### src/rtl/core/jtok_pkg.sv
// Shared types and constants for the JSON tokenizer.
`timescale 1ns / 1ps
`default_nettype none
package jtok_pkg;

    localparam int MAX_TOKENS     = 4096;
    localparam int MAX_TEXT_BYTES = 65536;
    localparam int TOK_W          = 12;
    localparam int CNT_W          = 13;
    localparam int POS_W          = 17;
    localparam int STACK_AW       = $clog2(MAX_TOKENS);

    localparam logic [CNT_W-1:0] LIMIT_RESET = CNT_W'(1024);

    localparam logic [7:0] CH_LBRACE = 8'h7B;
    localparam logic [7:0] CH_RBRACE = 8'h7D;
    localparam logic [7:0] CH_LBRACK = 8'h5B;
    localparam logic [7:0] CH_RBRACK = 8'h5D;
    localparam logic [7:0] CH_QUOTE  = 8'h22;
    localparam logic [7:0] CH_COLON  = 8'h3A;
    localparam logic [7:0] CH_COMMA  = 8'h2C;
    localparam logic [7:0] CH_SPACE  = 8'h20;
    localparam logic [7:0] CH_TAB    = 8'h09;
    localparam logic [7:0] CH_CR     = 8'h0D;
    localparam logic [7:0] CH_LF     = 8'h0A;

    typedef enum logic [1:0] {
        M_NORMAL,
        M_STRING,
        M_PRIM,
        M_HALT
    } t_mode;

    typedef enum logic [2:0] {
        K_OPEN,
        K_CLOSE,
        K_STR,
        K_PRIM,
        K_END
    } t_kind;

    typedef enum logic [1:0] {
        TT_OBJ,
        TT_ARR,
        TT_STR,
        TT_PRIM
    } t_ttype;

    typedef enum logic [2:0] {
        ST_OK,
        ST_NO_TOKEN,
        ST_UNMATCHED,
        ST_UNTERMINATED,
        ST_TOO_LONG
    } t_status;

    // Up to three records caused by one byte: string/primitive done,
    // open/close, end of text.
    typedef struct packed {
        logic              a_vld;
        t_kind             a_kind;
        logic [TOK_W-1:0]  a_tok;
        logic [POS_W-1:0]  a_start;
        logic [POS_W-1:0]  a_end;
        logic              b_vld;
        logic              b_close;
        t_ttype            b_type;
        logic [TOK_W-1:0]  b_tok;
        logic [POS_W-1:0]  b_start;
        logic [POS_W-1:0]  b_end;
        logic              c_vld;
        logic [POS_W-1:0]  c_end;
        logic [CNT_W-1:0]  c_count;
        t_status           c_status;
    } t_entry;

endpackage
`default_nettype wire

### src/rtl/core/jtok_back.sv
// Back end: expands entries into token records, output register.
`timescale 1ns / 1ps
`default_nettype none
module jtok_back (
    input  wire logic                         i_clk,
    input  wire logic                         i_rst_n,
    input  wire logic                         i_ent_valid,
    output logic                              o_ent_pop,
    input  wire jtok_pkg::t_entry             i_ent,
    output logic                              o_valid,
    input  wire logic                         i_ready,
    output jtok_pkg::t_kind                   o_kind,
    output logic [jtok_pkg::TOK_W-1:0]        o_tok,
    output jtok_pkg::t_ttype                  o_type,
    output logic [jtok_pkg::POS_W-1:0]        o_start,
    output logic [jtok_pkg::POS_W-1:0]        o_end,
    output logic [jtok_pkg::CNT_W-1:0]        o_count,
    output jtok_pkg::t_status                 o_status,
    output logic                              o_last
);
    import jtok_pkg::*;

    logic [2:0]       r_sent, n_sent;
    logic             r_ov;
    logic [2:0]       pend, sel;
    logic             load, last_pend;
    t_kind            s_kind;
    logic [TOK_W-1:0] s_tok;
    t_ttype           s_type;
    logic [POS_W-1:0] s_start, s_end;
    logic [CNT_W-1:0] s_count;
    t_status          s_status;

    assign pend      = {i_ent.c_vld, i_ent.b_vld, i_ent.a_vld} & ~r_sent;
    assign sel       = pend & (~pend + 3'd1);
    assign last_pend = ((pend & ~sel) == 3'b000);
    assign load      = i_ent_valid && (!r_ov || i_ready);
    assign o_ent_pop = load && last_pend;

    always_comb begin
        s_kind   = K_END;
        s_tok    = '0;
        s_type   = TT_OBJ;
        s_start  = '0;
        s_end    = i_ent.c_end;
        s_count  = i_ent.c_count;
        s_status = i_ent.c_status;
        case (sel)
            3'b001: begin
                s_kind   = i_ent.a_kind;
                s_tok    = i_ent.a_tok;
                s_type   = (i_ent.a_kind == K_STR) ? TT_STR : TT_PRIM;
                s_start  = i_ent.a_start;
                s_end    = i_ent.a_end;
                s_count  = '0;
                s_status = ST_OK;
            end
            3'b010: begin
                s_kind   = i_ent.b_close ? K_CLOSE : K_OPEN;
                s_tok    = i_ent.b_tok;
                s_type   = i_ent.b_type;
                s_start  = i_ent.b_start;
                s_end    = i_ent.b_end;
                s_count  = '0;
                s_status = ST_OK;
            end
            default: begin
            end
        endcase
        if (load) begin
            n_sent = last_pend ? 3'b000 : (r_sent | sel);
        end else begin
            n_sent = r_sent;
        end
    end

    always_ff @(posedge i_clk) begin
        if (!i_rst_n) begin
            r_sent <= 3'b000;
            r_ov   <= 1'b0;
        end else begin
            r_sent <= n_sent;
            if (load) begin
                r_ov <= 1'b1;
            end else if (i_ready) begin
                r_ov <= 1'b0;
            end
        end
    end

    always_ff @(posedge i_clk) begin
        if (load) begin
            o_kind   <= s_kind;
            o_tok    <= s_tok;
            o_type   <= s_type;
            o_start  <= s_start;
            o_end    <= s_end;
            o_count  <= s_count;
            o_status <= s_status;
            o_last   <= last_pend;
        end
    end

    assign o_valid = r_ov;

endmodule
`default_nettype wire

### config.mk
export PLATFORM = sky130hd
export DESIGN_NAME = jtok_back
export DESIGN_NICKNAME = d
export VERILOG_FILES = /design/src/rtl/core/jtok_pkg.sv /design/src/rtl/core/jtok_back.sv
export SDC_FILE = /design/constraint.sdc
export NUM_CORES = 1
export LEC_CHECK = 0
export ABC_AREA = 1
export BUFFER_PORTS_ARGS = -buffer_cell sky130_fd_sc_hd__buf_2
export CORE_AREA = 2 2 80 139
export DETAILED_ROUTE_END_ITERATION = 12
export DIE_AREA = 0 0 82 141
export SLEW_MARGIN = 20
export SYNTH_ARGS = -nofsm -noshare
export SYNTH_HDL_FRONTEND = slang
export SYNTH_SLANG_ARGS = --single-unit
### constraint.sdc
create_clock -name i_clk -period 2.7 [get_ports i_clk]
set_input_delay 0.135 -clock i_clk [delete_from_list [all_inputs] [get_ports i_clk]]
set_output_delay 0.135 -clock i_clk [all_outputs]
set_load 0.03 [all_outputs]
==> impl_metrics.ini <==
[cts]
path_clk_slew_ps = 50
post_cts_buffers = 0
cts_buffer_depth = 2
clock_sinks = 72
post_cts_resized = 0
clk_latency_ps = 330
postCtsHoldBufs = 0
root_buffer = clkbuf_16
cts_made_buffers = 9
tritoncts = done
htree_levels = 3

[power]
finalPower_w = 0.003053
power_density_nw_per_um2 = 676.5
power_leakage_nw = 2.193
ir_drop_mv = 0.3182

[grt]
grt_max_degree = 51
globalRoute.totalOverflow = 0
grt_pass1_vias = 2639
track_usage_pct = 14.85
grt_first_pass_wirelength_um = 12550
antenna_found_initial = 0

[yosys]
async_flop_share_pct = 0
synth_cell_types = 21
synth_nets = 378
yosysSeqAreaShare_pct = 69.31
ys_ff_latch = 72
yosysWarningCount = 0
netlist_area_um2 = 3062
synth_edf_count = 68
synth_cells = 240
ys.flop_type = edfxtp_1
postSynthAreaPerCell_um2 = 12.76

[placement]
placed_area_um2 = 4233
io_buffer_count = 207
gp_congestion = 0.7439
hpwl_um = 6760

[outcome]
outcome = finished, final reports clean

[cells_and_area]
nets = 589
final_cell_mix = 207 x buf_2, 68 x edfxtp_1, 46 x nand2_1
final_common_cell = buf_2
design_area_um2 = 4513
diodes = 0
syn_to_final_growth_pct = 47.41
drive_above_1_share_pct = 52.19

[floorplanning]
die_h_um = 141
dieArea_um2 = 11560
fp.coreArea_um2 = 10510
initial_core_util_pct = 29.13
num_rows = 50
die_w_um = 82
io_pins = 208

[critical_path]
crit_required_ps = 2570
start_kind = flop
arrival_ps = 1910
critPathKind = flop to output port
crit_path_end_kind = output port
path_max_fanout = 50

[timing]
maxSlewHeadroom_pct = 48.41
tightest_slew_ps = 772.1
fin_tns_setup_ps = 0
slew_viol_final = 0
whs_ps = 70.70
setup_viol = 0
fin_crit_ps = 2042
rsz0062_at_grt = no
finalCritPeriodShare_pct = 75.62
final_hold_viol_count = 0
fmax_ghz = 0.4898
skew_ps = 5.433

[drt]
vias = 2603
drc = 0
drt_iter0_markers = 65
totalWireLength_um = 8791
routedWlPerCell_um = 15.00
first_pass_iters = 4
drtAntennaViolNets = 0
avgViaCountPerCell = 4.442

[job]
drv_cap = 0

[min_path]
hp-class = primary input to flop
## sequential cells by signal, indices dropped and copies added (netlist names), 2 cells and up
register	count
o_end	17
o_start	17
o_count	13
o_tok	12
o_kind	3
o_status	3
r_sent	3
o_type	2
## routing by layer
| layer | vias up | wire length (um) | part of all wire, % | GRT usage [%] |
|---|---|---|---|---|
| li1 | 1278 | - | - | - |
| met2 | 105 | 5017 | 57 | 27.90 |
| met3 | 16 | 568 | 6.5 | 3.969 |
| met5 | - | 0 | 0 | 0 |
| met1 | 1204 | 2967 | 34 | 13.79 |
| met4 | 0 | 237 | 2.7 | 7.982 |
## cell type report
type | instances | area (um^2)
Fill cell | 1045 | 5997
Sequential cell | 72 | 2122
Timing Repair Buffer | 213 | 1081
Multi-Input combinational cell | 127 | 762.0
Clock buffer | 11 | 232.7
Tap cell | 130 | 162.7
Inverter | 28 | 105.1
Clock inverter | 5 | 47.55
## kinds of logic (layout without fill, tap and decap cells)
logic type	after synthesis	count (layout)	synth area share, %
simple gates	76	76	9.767
buf+inv	41	257	5.966
compound gates	51	51	14.96
flops	72	72	69.31
## worst max-delay path: stages, from the launching register on
cell and delay, ps:
dfxtp_1 330, nor2_4 140, buf_4 500, nand2_1 180, nand3_1 160, inv_1 80, buf_2 180
## through the flow
| step | util, % | worst slack (ps) | std cells |
|---|---|---|---|
| after floorplan | - | 93.48 | 240 |
| after global placement | 40.27 | 966.0 | 570 |
| after detailed placement | 40.27 | 885.0 | 570 |
| after CTS | 42.94 | 656.1 | 586 |
| after global routing | 42.94 | 573.5 | 586 |
| final | 42.94 | 658.1 | 586 |
## cell usage after synthesis (2+ instances only)
cell type,instances,area [um^2]
edfxtp_1,68,2042
buf_4,3,22.52
o21ai_0,2,10.01
nand3_1,2,10.01
a22oi_1,8,60.06
dfxtp_1,4,80.08
inv_1,26,97.59
a22oi_2,9,112.6
buf_2,8,40.04
nand2_1,46,172.7
nor2_1,25,93.84
a22o_1,30,262.8
## where the power goes
part	internal, W	leakage [nW]	switching, W
sequential	0.00134	0.709	0.0000208
clock	0.000705	0.138	0.000412
combinational	0.000202	1.35	0.000377
## final timing paths
check | slack (ps) | cells after the start | endpoint | startpoint
setup reg to reg | 910 | 7 | o_end[16] | r_sent[1]
hold / removal | 70 | 2 | o_valid | i_rst_n
hold reg to reg | 490 | 2 | r_sent[1] | r_sent[1]
setup / recovery | 660 | 6 | o_ent_pop | r_sent[0]
Note: power is estimated with default switching activity, not from simulation.
