$ cat src/rtl/core/jtok_pkg.sv
// Shared types and constants for the JSON tokenizer.
`timescale 1ns / 1ps
`default_nettype none
package jtok_pkg;

    localparam int MAX_TOKENS     = 4096;
    localparam int MAX_TEXT_BYTES = 65536;
    localparam int TOK_W          = 12;
    localparam int CNT_W          = 13;
    localparam int POS_W          = 17;
    localparam int STACK_AW       = $clog2(MAX_TOKENS);

    localparam logic [CNT_W-1:0] LIMIT_RESET = CNT_W'(1024);

    localparam logic [7:0] CH_LBRACE = 8'h7B;
    localparam logic [7:0] CH_RBRACE = 8'h7D;
    localparam logic [7:0] CH_LBRACK = 8'h5B;
    localparam logic [7:0] CH_RBRACK = 8'h5D;
    localparam logic [7:0] CH_QUOTE  = 8'h22;
    localparam logic [7:0] CH_COLON  = 8'h3A;
    localparam logic [7:0] CH_COMMA  = 8'h2C;
    localparam logic [7:0] CH_SPACE  = 8'h20;
    localparam logic [7:0] CH_TAB    = 8'h09;
    localparam logic [7:0] CH_CR     = 8'h0D;
    localparam logic [7:0] CH_LF     = 8'h0A;

    typedef enum logic [1:0] {
        M_NORMAL,
        M_STRING,
        M_PRIM,
        M_HALT
    } t_mode;

    typedef enum logic [2:0] {
        K_OPEN,
        K_CLOSE,
        K_STR,
        K_PRIM,
        K_END
    } t_kind;

    typedef enum logic [1:0] {
        TT_OBJ,
        TT_ARR,
        TT_STR,
        TT_PRIM
    } t_ttype;

    typedef enum logic [2:0] {
        ST_OK,
        ST_NO_TOKEN,
        ST_UNMATCHED,
        ST_UNTERMINATED,
        ST_TOO_LONG
    } t_status;

    // Up to three records caused by one byte: string/primitive done,
    // open/close, end of text.
    typedef struct packed {
        logic              a_vld;
        t_kind             a_kind;
        logic [TOK_W-1:0]  a_tok;
        logic [POS_W-1:0]  a_start;
        logic [POS_W-1:0]  a_end;
        logic              b_vld;
        logic              b_close;
        t_ttype            b_type;
        logic [TOK_W-1:0]  b_tok;
        logic [POS_W-1:0]  b_start;
        logic [POS_W-1:0]  b_end;
        logic              c_vld;
        logic [POS_W-1:0]  c_end;
        logic [CNT_W-1:0]  c_count;
        t_status           c_status;
    } t_entry;

endpackage
`default_nettype wire

$ cat src/rtl/core/jtok_queue.sv
// Short FIFO of decoded entries between front and back.
`timescale 1ns / 1ps
`default_nettype none
module jtok_queue #(
    parameter int DEPTH = 4
) (
    input  wire logic            i_clk,
    input  wire logic            i_rst_n,
    input  wire logic            i_push,
    output logic                 o_not_full,
    input  wire jtok_pkg::t_entry i_data,
    input  wire logic            i_pop,
    output logic                 o_not_empty,
    output jtok_pkg::t_entry     o_data
);
    import jtok_pkg::*;

    localparam int PTR_W = (DEPTH > 1) ? $clog2(DEPTH) : 1;
    localparam int CNT_QW = $clog2(DEPTH + 1);

    t_entry            r_mem [DEPTH];
    logic [PTR_W-1:0]  r_wptr, n_wptr;
    logic [PTR_W-1:0]  r_rptr, n_rptr;
    logic [CNT_QW-1:0] r_cnt, n_cnt;
    logic              do_push, do_pop;

    assign o_not_full  = (r_cnt != CNT_QW'(DEPTH));
    assign o_not_empty = (r_cnt != '0);
    assign do_push     = i_push && o_not_full;
    assign do_pop      = i_pop && o_not_empty;
    assign o_data      = r_mem[r_rptr];

    always_comb begin
        n_wptr = r_wptr;
        n_rptr = r_rptr;
        if (do_push) begin
            n_wptr = (r_wptr == PTR_W'(DEPTH - 1)) ? '0 : r_wptr + PTR_W'(1);
        end
        if (do_pop) begin
            n_rptr = (r_rptr == PTR_W'(DEPTH - 1)) ? '0 : r_rptr + PTR_W'(1);
        end
        n_cnt = r_cnt + CNT_QW'(do_push) - CNT_QW'(do_pop);
    end

    always_ff @(posedge i_clk) begin
        if (!i_rst_n) begin
            r_wptr <= '0;
            r_rptr <= '0;
            r_cnt  <= '0;
        end else begin
            r_wptr <= n_wptr;
            r_rptr <= n_rptr;
            r_cnt  <= n_cnt;
        end
    end

    always_ff @(posedge i_clk) begin
        if (do_push) begin
            r_mem[r_wptr] <= i_data;
        end
    end

endmodule
`default_nettype wire

$ cat config.mk
export PLATFORM = sky130hd
export DESIGN_NAME = jtok_queue
export DESIGN_NICKNAME = d
export VERILOG_FILES = /design/src/rtl/core/jtok_pkg.sv /design/src/rtl/core/jtok_queue.sv
export SDC_FILE = /design/constraint.sdc
export NUM_CORES = 1
export LEC_CHECK = 0
export BUFFER_PORTS_ARGS = -buffer_cell sky130_fd_sc_hd__buf_2
export CAP_MARGIN = 5
export CORE_UTILIZATION = 30
export DETAILED_ROUTE_END_ITERATION = 7
export MAX_ROUTING_LAYER = met4
export PLACE_DENSITY = 0.53
export SLEW_MARGIN = 5
export SYNTH_ARGS = -nofsm -noshare
export SYNTH_HDL_FRONTEND = slang
export SYNTH_SLANG_ARGS = --single-unit
$ cat constraint.sdc
create_clock -name i_clk -period 5.6 [get_ports i_clk]
set_clock_uncertainty 0.05 [all_clocks]
set_input_delay 0.84 -clock i_clk [delete_from_list [all_inputs] [get_ports i_clk]]
set_output_delay 0.84 -clock i_clk [all_outputs]
set_load 0.01 [all_outputs]
==> flow_metrics.py, run 1 <==
metrics = {
    "grt": {
        "grt_pass1_wl_um": 59700,
        "grt_max_degree": 135,
        "antenna_found_initial": 7,
        "gr-total-overflow": 0,
        "grt_usage_pct": 12.3,
        "grt_pass1_vias": 9596,
    },
    "drt": {
        "avgViaCountPerCell": 4.51,
        "vias": 8900,
        "wl_per_cell_um": 20.5,
        "drc": 0,
        "drtPass1Iterations": 7,
        "drtIter0Drc": 585,
        "routed_wl_um": 40500,
        "ant_nets": 0,
    },
    "setup_path": {
        "timing.reg2reg.setup_slack_ns": 3.01,
        "cp.arrival_ns": 2.78,
        "reg2reg_to": "r_mem[2][52]$_DFFE_PP_",
        "critical_path_class": "flop to output pin",
        "cpMaxStageDelayCell": "dfxtp_4",
        "setup.worst_path.end_class": "output pin",
        "endpoint": "o_data[118]",
        "cp_data_required_time_ns": 4.71,
        "critPathMaxFanout": 54,
        "start_kind": "flop",
        "crit_chain": "buf_4 > mux4_2 > buf_2",
        "r2r-start": "r_cnt[1]$_SDFF_PN0_",
        "slowest_delay_ns": 0.96,
        "worstRegToRegCells": 3,
    },
    "cells_and_area": {
        "register_area_mm2": 0.0163,
        "layout-drive-gt1-share_pct": 45.4,
        "final_cell_count_no_fill": 1973,
        "final_util_pct": 37.1,
        "final.fill_count": 5890,
        "multi_input_area_mm2": 0.00331,
        "syn_to_final_growth_pct": 21.5,
        "finalNetCount": 1211,
    },
    "logic_synthesis": {
        "synth_warnings": 0,
        "yosysSeqAreaShare_pct": 82.2,
        "ys.flop_type": "edfxtp_1",
        "synth_most_common_cell": "edfxtp_1",
        "yosysTopAreaCell": "edfxtp_1",
        "yosys-top-cells-area": "edfxtp_1 (81%), mux4_2 (15%), dfxtp_1 (0.91%)",
        "synth-edff-count": 536,
        "ys_async_sr_fraction_pct": 0,
        "synth_nets": 898,
        "ys_types": 24,
        "syn_area_per_cell_um2": 26.3,
        "ys_top_cells_by_count": "edfxtp_1 (536), mux4_2 (134), buf_2 (15)",
        "synth_top_area_share_pct": 81.3,
        "synth_area_mm2": 0.0198,
        "synth_seq_cells": 545,
        "synth_cells": 752,
    },
    "clocking": {
        "post_cts_resized": 0,
        "post_cts.repair.setup_buffers": 0,
        "clock_latency_ns": 0.59,
        "clk_path_buf_depth": 3,
        "cts_made_buffers": 59,
        "cts_tree": "done",
        "ctsHoldBuffers": 0,
        "root_buffer": "clkbuf_16",
        "clk_pin_slew_ns": 0.06,
        "htree_levels": 2,
        "cts_sinks": 545,
    },
    "floorplan": {
        "rows": 93,
        "die_area_mm2": 0.0670,
        "die_w_um": 259,
        "fp.dieH_um": 259,
        "io_pins": 274,
        "initial_utilization_pct": 30.5,
        "core_area_mm2": 0.0648,
    },
    "sta": {
        "tightestPinTransition_ns": 0.966,
        "max_freq_ghz": 0.273,
        "relSlewSlack_pct": 35.6,
        "setup_viol": 0,
        "rsz0062_at_grt": "no",
        "period_share_pct": 65.5,
        "final_hold_viol_count": 0,
        "maxSlewViolCount": 0,
        "period_needed_ns": 3.67,
        "setup_tns_ns": 0,
    },
    "power": {
        "power-per-cell-area_mw_per_mm2": 452,
        "irDropWorstVdd_mv": 0.246,
        "cellLeakagePower_nw": 7.88,
    },
    "place": {
        "place_hpwl_um": 22600,
        "place_congestion": 0.676,
        "place_inst": 1859,
        "io_buffers": 273,
    },
    "worst_hold_path": {
        "hold_path_class": "primary input to flop",
    },
    "flow_run": {
        "maxCapViolCount": 0,
    },
    "outcome": {
        "status": "finished clean",
    },
}
-- through the flow --
step / hold slack (ns) / cell area (um2) / power [mW] / worst slack [ns]
floorplan: 0.418 / 19800 / 6.58 / 1.07
global placement: 0.442 / 22200 / 7.43 / 2.43
detailed placement: 0.453 / 22200 / 7.46 / 2.42
CTS: 0.353 / 24000 / 11.1 / 1.75
global route: 0.367 / 24000 / 11.4 / 1.71
finish: 0.414 / 24000 / 10.9 / 1.93
-- report_power, final --
part	leakage [nW]	switching, mW	total (mW)	internal, mW
clock	0.884	1.51	3.59	2.08
sequential	4.99	0.182	5.13	4.94
combinational	2.01	1.13	2.15	1.02
total	7.88	2.82	10.9	8.05
-- worst max-delay path: cells and delay by family, from the launching register on --
family   cells  cell delay, ns
flops        1            0.96
mux          1            0.41
buf+inv      2            0.79
-- area by class of cell --
class	count	share of cell area, %
antenna	7	0.0728
clock buffer	83	6.99
tap	855	4.45
inverter	6	0.0937
timing repair buffer	284	6.39
clock inverter	24	0.546
sequential	545	67.7
multi-input combinational	169	13.7
-- worst min-delay path by stage --
| stage | start | depth (start not counted) | to |
|---|---|---|---|
| after floorplan | r_wptr[1]$_SDFFE_PN0P_ | 2 | r_wptr[1]$_SDFFE_PN0P_ |
| after global placement | r_wptr[1]$_SDFFE_PN0P_ | 2 | r_wptr[1]$_SDFFE_PN0P_ |
| after detailed placement | r_wptr[1]$_SDFFE_PN0P_ | 2 | r_wptr[1]$_SDFFE_PN0P_ |
| after CTS | i_data[107] | 1 | r_mem[3][107]$_DFFE_PP_ |
| after global routing | i_data[78] | 1 | r_mem[3][78]$_DFFE_PP_ |
| final | i_data[28] | 1 | r_mem[1][28]$_DFFE_PP_ |
-- cell families (layout without fill, tap and decap cells) --
kind of cell | after synthesis | after routing | share of synthesized area [%]
flops | 545 | 545 | 82.2
mux | 135 | 135 | 15.3
buf+inv | 38 | 397 | 1.16
simple gates | 20 | 20 | 0.556
fa+ha+maj | 8 | 8 | 0.544
compound gates | 4 | 4 | 0.114
xor+xnor | 2 | 2 | 0.0885
other cells | 0 | 7 | 0
-- layout by cell type, fill, tap and decap left out, types with 3 or more instances in the layout --
master,synthesis,final
clkinv_4,0,4
mux4_2,134,134
buf_4,0,4
diode_2,0,7
clkinv_1,0,11
clkinv_2,0,6
and3_4,0,4
clkbuf_1,8,17
ha_1,7,7
nand2_1,5,5
buf_12,0,7
buf_2,15,273
inv_1,6,6
clkbuf_8,0,3
dfxtp_1,9,7
edfxtp_1,536,536
clkbuf_16,0,63
-- per-layer routing --
metal | global-route usage (%) | wire, um
met2 | 19.5 | 19600
met4 | 3.40 | 899
met3 | 4.07 | 3000
met1 | 15.0 | 17100
met5 | - | 0
-- registers in the layout, summed over array words and instances (netlist names), named ones only --
register and count:
r_cnt 3, r_wptr 2, r_mem 536, r_rptr 2
Power figures use the tool's default switching activity.
==> run 2, diff against run 1 <==
- ABC_AREA: unset -> 1
- clock period: 5.6 -> 3.7 ns (I/O delays scaled with it)
==> run 2 against run 1 <==
  * Clock-buffer cell count shrank 13
  * Critical path depth grew 2
  * Combinational power is 130% higher
  * Via count up 35%
  * Register-to-register slack worse by 1.6 ns
  * Setup slack lost 1.2 ns
  * Largest cell class unchanged
  * Non-clock buffer count rose by 12
  * Wire length is 15% higher
  * Cell area rose by 1.8%
  * Power rose by 68%
==> flow_metrics.py, run 2 <==
metrics = {
    "logic_synthesis": {
        "synth-edff-count": 536,
        "yosysSeqAreaShare_pct": 79.8,
        "synth_seq_cells": 545,
        "ys_types": 24,
        "synth_top_area_share_pct": 79.0,
        "syn_area_per_cell_um2": 15.0,
        "synth_nets": 1505,
        "synth_warnings": 0,
        "synth_cells": 1359,
        "ys.flop_type": "edfxtp_1",
        "yosys-top-cells-area": "edfxtp_1 (79%), nor2_1 (5.2%), o21ai_0 (5.2%)",
        "synth_xor_area_share_pct": 0.0430,
        "yosysTopAreaCell": "edfxtp_1",
        "synth_top_family_by_area": "compound AO/OA/AOI/OAI gates",
        "ys_top_cells_by_count": "edfxtp_1 (536), nor2_1 (284), o21ai_0 (210)",
        "muxShareOfSynthArea_pct": 0,
        "synthAdderAreaFrac_pct": 0.528,
        "ys_async_sr_fraction_pct": 0,
        "synth_area_mm2": 0.0204,
        "synth_most_common_cell": "edfxtp_1",
        "synth_simple_gate_area_share_pct": 5.56,
        "synth_compound_area_share_pct": 10.8,
    },
    "drt": {
        "drtPass1Iterations": 4,
        "avgViaCountPerCell": 4.71,
        "drtIter0Drc": 788,
        "drc": 0,
        "ant_nets": 0,
        "vias": 12000,
        "routed_wl_um": 46800,
        "wl_per_cell_um": 18.3,
    },
    "power": {
        "cellLeakagePower_nw": 8.38,
        "switchingPower_mw": 5.80,
        "power_frac_seq_pct": 42.5,
        "irDropWorstVdd_mv": 0.606,
        "power-per-cell-area_mw_per_mm2": 745,
        "p_int_mw": 12.4,
        "comb_power_share_pct": 27.3,
        "switching_share_pct": 31.8,
        "p_total_mw": 18.2,
        "power_frac_clock_pct": 30.2,
    },
    "grt": {
        "antenna_found_initial": 9,
        "gr-total-overflow": 0,
        "grt_pass1_wl_um": 71700,
        "grt_max_degree": 139,
        "grt_usage_pct": 13.8,
        "grt_pass1_vias": 12200,
    },
    "setup_path": {
        "reg2reg_to": "r_cnt[2]$_SDFF_PN0_",
        "critical_path_class": "flop to output pin",
        "critPathMaxFanout": 46,
        "critPathTopFamily": "buffers and inverters",
        "worst-path-buf-inv": 3,
        "cpMaxStageDelayCell": "dfxtp_4",
        "setup.worst_path.end_class": "output pin",
        "cp.arrival_ns": 2.34,
        "slowest_delay_ns": 0.53,
        "start_kind": "flop",
        "r2r-start": "r_cnt[1]$_SDFF_PN0_",
        "timing.reg2reg.setup_slack_ns": 1.37,
        "worstRegToRegCells": 12,
        "cp_data_required_time_ns": 3.09,
        "crit_chain": "clkinv_4 > buf_4 > o21ai_0 > o22ai_1 > buf_2",
    },
    "cells_and_area": {
        "final_cell_count_no_fill": 2552,
        "regMostFlops": "r_mem",
        "final.fill_count": 6375,
        "reg_top3": "r_mem x536, r_cnt x3",
        "syn_to_final_growth_pct": 20.1,
        "largest_reg_flops": 536,
        "layout_common_cells": "edfxtp_1 (536), nor2_1 (280), buf_2 (273)",
        "layout-drive-gt1-share_pct": 22.8,
        "final_common_cell": "edfxtp_1",
        "fin_area_mm2": 0.0245,
        "final_util_pct": 36.4,
        "finalNetCount": 1774,
    },
    "clocking": {
        "post_cts.repair.setup_buffers": 0,
        "htree_levels": 2,
        "root_buffer": "clkbuf_16",
        "clk_path_buf_depth": 3,
        "cts_made_buffers": 59,
        "clock_latency_ns": 0.59,
        "ctsHoldBuffers": 0,
        "cts_sinks": 545,
        "clk_pin_slew_ns": 0.06,
        "cts_tree": "done",
        "post_cts_resized": 0,
    },
    "place": {
        "io_buffers": 273,
        "place_hpwl_um": 25600,
        "dpl_cell_area_mm2": 0.0226,
        "place_inst": 2440,
        "place_congestion": 0.733,
    },
    "floorplan": {
        "die_w_um": 263,
        "initial_utilization_pct": 30.4,
        "rows": 95,
        "die_area_mm2": 0.0690,
        "core_area_mm2": 0.0672,
        "fp.dieH_um": 263,
        "io_pins": 274,
    },
    "sta": {
        "tightestPinTransition_ns": 0.742,
        "setup_viol": 0,
        "period_share_pct": 79.5,
        "relSlewSlack_pct": 50.5,
        "period_needed_ns": 2.94,
        "final_hold_viol_count": 0,
        "maxSlewViolCount": 0,
        "max_freq_ghz": 0.340,
        "rsz0062_at_grt": "no",
    },
    "worst_hold_path": {
        "hold_path_class": "primary input to flop",
        "hold_path_end": "r_mem[3][123]$_DFFE_PP_",
        "worstHoldPathCells": 1,
        "hold_start": "i_data[123]",
    },
    "outcome": {
        "status": "finished clean",
    },
    "flow_run": {
        "maxCapViolCount": 0,
    },
}
## run 2: changes by cell type after synthesis, sizes merged, moves of 2 or more
cell,previous run,this run
nor2,2,284
o21ai,3,268
mux4,134,0
o22ai,0,134
clkbuf,8,43
buf,24,45
inv,6,13
nand2,5,11
and3,4,0
and2,3,0
nand3b,0,2
## run 2: power by group through the flow
stage                     combinational, mW  clock (mW)  sequential (mW)
after CTS                              5.10        5.68             7.75
final                                  4.97        5.52             7.75
after global routing                   5.49        5.91             7.81
after detailed placement               5.09           0             7.88
after global placement                 5.03           0             7.86
after floorplan                        3.08           0             7.88
## run 2: cell type report
type	count	area (um2)	area share, %
clock inverters	34	254	1.04
diodes	8	20.0	0.0818
clock buffers	70	1560	6.38
repair buffers	296	1730	7.06
well taps	873	1090	4.46
inverters	14	65.1	0.266
multi-input cells	712	3470	14.2
flip-flops and latches	545	16300	66.5
## run 2: cell families (layout without fill, tap and decap cells)
| family | Yosys count | count (layout) |
|---|---|---|
| flops | 545 | 545 |
| simple gates | 299 | 299 |
| xor+xnor | 1 | 1 |
| buf+inv | 102 | 414 |
| other cells | 0 | 8 |
| compound gates | 404 | 404 |
| fa+ha+maj | 8 | 8 |
## run 2: metrics by stage
stage | hold WS [ns] | setup TNS (ns) | setup WS (ns)
after floorplan | 0.429 | -599.61 | -1.12
after global placement | 0.460 | 0 | 1.33
after detailed placement | 0.451 | 0 | 1.30
after CTS | 0.0623 | 0 | 0.642
after global routing | 0.0818 | 0 | 0.531
final | 0.121 | 0 | 0.758
## run 2: how the worst max path moves through the flow
| stage | depth (start not counted) | to | from |
|---|---|---|---|
| after detailed placement | 5 | o_data[31] | flop |
| after global placement | 5 | o_data[126] | flop |
| after global routing | 5 | o_data[116] | flop |
| final | 5 | o_data[114] | flop |
| after floorplan | 4 | r_mem[0][0]$_DFFE_PP_ | r_cnt[1]$_SDFF_PN0_ |
| after CTS | 5 | o_data[31] | flop |
## run 2: layer usage
metal,track usage (%),routed length [um],vias up
li1,-,-,5682
met4,3.96,1010,0
met2,22.2,22100,299
met5,-,0,-
met3,3.62,3150,76
met1,17.1,20500,5974
==> run 3, diff against run 2 <==
- PLACE_DENSITY: 0.53 -> 0.55
- clock period: 3.7 -> 2.7 ns (I/O delays scaled with it)
==> run 3 against run 2 <==
  * The flow now finishes with violations (setup timing)
  * Sequential share of layout area decreased by 4.0 points
  * Core utilization increased by 2.3 points
  * Sequential power increased by 37%
  * Via count increased by 5.6%
  * First-iteration DRC count decreased by 9.3%
  * Clock-buffer cell count increased by 3
  * Die area unchanged
  * Power increased by 40%
  * Clock power increased by 39%
  * Non-clock buffer count increased by 142
  * Combinational power increased by 45%
  * Global-route usage increased by 0.35 points
  * Highest routed layer unchanged
==> flow_metrics.py, run 3 (synthesized netlist as in run 2, its figures left out) <==
metrics = {
    "sta": {
        "final_hold_viol_count": 0,
        "setup_tns_ns": -0.00918,
        "max_freq_ghz": 0.369,
        "period_share_pct": 100,
        "relSlewSlack_pct": 50.4,
        "setup_ws_ns": -0.00918,
        "rsz0062_at_grt": "yes",
        "maxSlewViolCount": 0,
        "setup_viol": 1,
        "tightestPinTransition_ns": 0.744,
        "period_needed_ns": 2.71,
    },
    "worst_hold_path": {
        "hold_path_class": "primary input to flop",
        "worstHoldPathCells": 4,
    },
    "cells_and_area": {
        "final_util_pct": 38.8,
        "reg_top3": "r_mem x536, r_cnt x3",
        "layout_common_cells": "edfxtp_1 (536), nor2_1 (279), buf_2 (272)",
        "final_common_cell": "edfxtp_1",
        "layout-drive-gt1-share_pct": 22.3,
        "regMostFlops": "r_mem",
        "largest_reg_flops": 536,
        "syn_to_final_growth_pct": 27.7,
        "final_cell_count_no_fill": 2691,
        "finalNetCount": 1914,
    },
    "floorplan": {
        "fp.dieH_um": 263,
        "core_area_mm2": 0.0672,
        "io_pins": 274,
        "rows": 95,
        "initial_utilization_pct": 30.4,
        "die_area_mm2": 0.0690,
        "die_w_um": 263,
    },
    "drt": {
        "ant_nets": 0,
        "routed_wl_um": 48400,
        "drtIter0Drc": 715,
        "wl_per_cell_um": 18.0,
        "avgViaCountPerCell": 4.72,
        "drtPass1Iterations": 5,
        "drc": 0,
        "vias": 12700,
    },
    "setup_path": {
        "worstRegToRegCells": 11,
        "slowest_delay_ns": 0.44,
        "critical_path_class": "flop to output pin",
        "worst-path-buf-inv": 2,
        "critPathTopFamily": "buffers and inverters",
        "crit_chain": "buf_16 > o21ai_0 > o22ai_1 > buf_2",
        "start_kind": "flop",
        "cp_data_required_time_ns": 2.25,
        "cp.depth": 4,
        "cpMaxStageDelayCell": "dfxtp_4",
        "setup.worst_path.end_class": "output pin",
        "critPathMaxFanout": 138,
        "cp.arrival_ns": 2.25,
    },
    "outcome": {
        "violations": "setup timing",
        "status": "complete, but fails checks",
    },
    "clocking": {
        "cts_sinks": 545,
        "root_buffer": "clkbuf_16",
        "htree_levels": 2,
        "cts_tree": "done",
        "clock_latency_ns": 0.59,
        "clk_pin_slew_ns": 0.06,
        "clk_path_buf_depth": 3,
        "cts_made_buffers": 57,
    },
    "grt": {
        "gr-total-overflow": 0,
        "grt_max_degree": 139,
        "grt_pass1_vias": 13000,
        "grt_pass1_wl_um": 74300,
        "antenna_found_initial": 4,
        "grt_usage_pct": 14.2,
    },
    "place": {
        "place_congestion": 0.730,
        "place_hpwl_um": 26300,
        "post-place-ws_ns": 0.577,
        "place_inst": 2447,
        "io_buffers": 273,
    },
    "flow_run": {
        "maxCapViolCount": 0,
    },
    "power": {
        "power-per-cell-area_mw_per_mm2": 980,
        "irDropWorstVdd_mv": 0.644,
        "cellLeakagePower_nw": 9.03,
    },
}
## run 3: changes by cell type in the layout (fill, tap and decap cells not counted), moves of 3 or more
cell,previous run,this run
dlygate4sd3_1,0,135
o21ai_1,58,71
diode_2,8,4
clkinvlp_4,0,5
clkinv_2,9,12
buf_4,8,11
clkbuf_1,9,12
o21ai_0,210,197
clkinv_1,19,6
buf_12,15,18
## run 3: cell type report
cell class	count	area, um2
Fill cell	6206	41100
Sequential cell	545	16300
Multi-Input combinational cell	712	3500
Timing Repair Buffer	438	3210
Clock buffer	73	1550
Tap cell	873	1090
Clock inverter	32	305
Inverter	14	70.1
Antenna cell	4	10.0
## run 3: path summary, 6_finish.rpt
path | from | to | slack, ns
worst max register to register | r_cnt[2]$_SDFF_PN0_ | r_cnt[2]$_SDFF_PN0_ | 0.62
worst max-delay path | flop | o_data[107] | -0.009
worst min register to register | r_rptr[1]$_SDFFE_PN0N_ | flop | 0.49
worst min-delay path | i_pop | flop | 0.11
## run 3: per-layer routing
layer  part of all wire [%]  vias up  global-route usage, %
met3                    6.6       61                   3.83
met2                     47      302                   22.6
met1                     44     6376                   17.7
met5                      0        -                      -
met4                    1.7        0                   3.78
li1                       -     5969                      -
## run 3: repair_timing
item                       CTS  global route
hold endpoints to repair   537             0
setup endpoints to repair    7            51
resized for setup            2            15
hold buffers               135             0
setup buffers                0             0
## run 3: stage by stage
step	hold WS [ns]	total power, mW	area (um2)
after floorplan	0.429	15.0	20400
after global routing	0.112	26.9	26000
final	0.108	25.5	26000
after CTS	0.0586	25.9	26000
after global placement	0.483	17.8	22800
after detailed placement	0.485	17.9	22800
## run 3: report_power, final
group	switching, mW	internal (mW)	leakage [nW]
combinational	4.75	2.46	3.14
sequential	0.243	10.4	4.98
clock	3.15	4.53	0.901
## run 3: worst register-to-register path, stage by stage, from the launching register on
cell and delay [ns]:
dfxtp_1 0.40, inv_1 0.07, a21boi_0 0.31, ha_1 0.30, inv_1 0.06, ha_1 0.13, inv_1 0.05, fa_1 0.39
inv_1 0.08, nand2_1 0.05, nand2_1 0.06, nor2_1 0.03
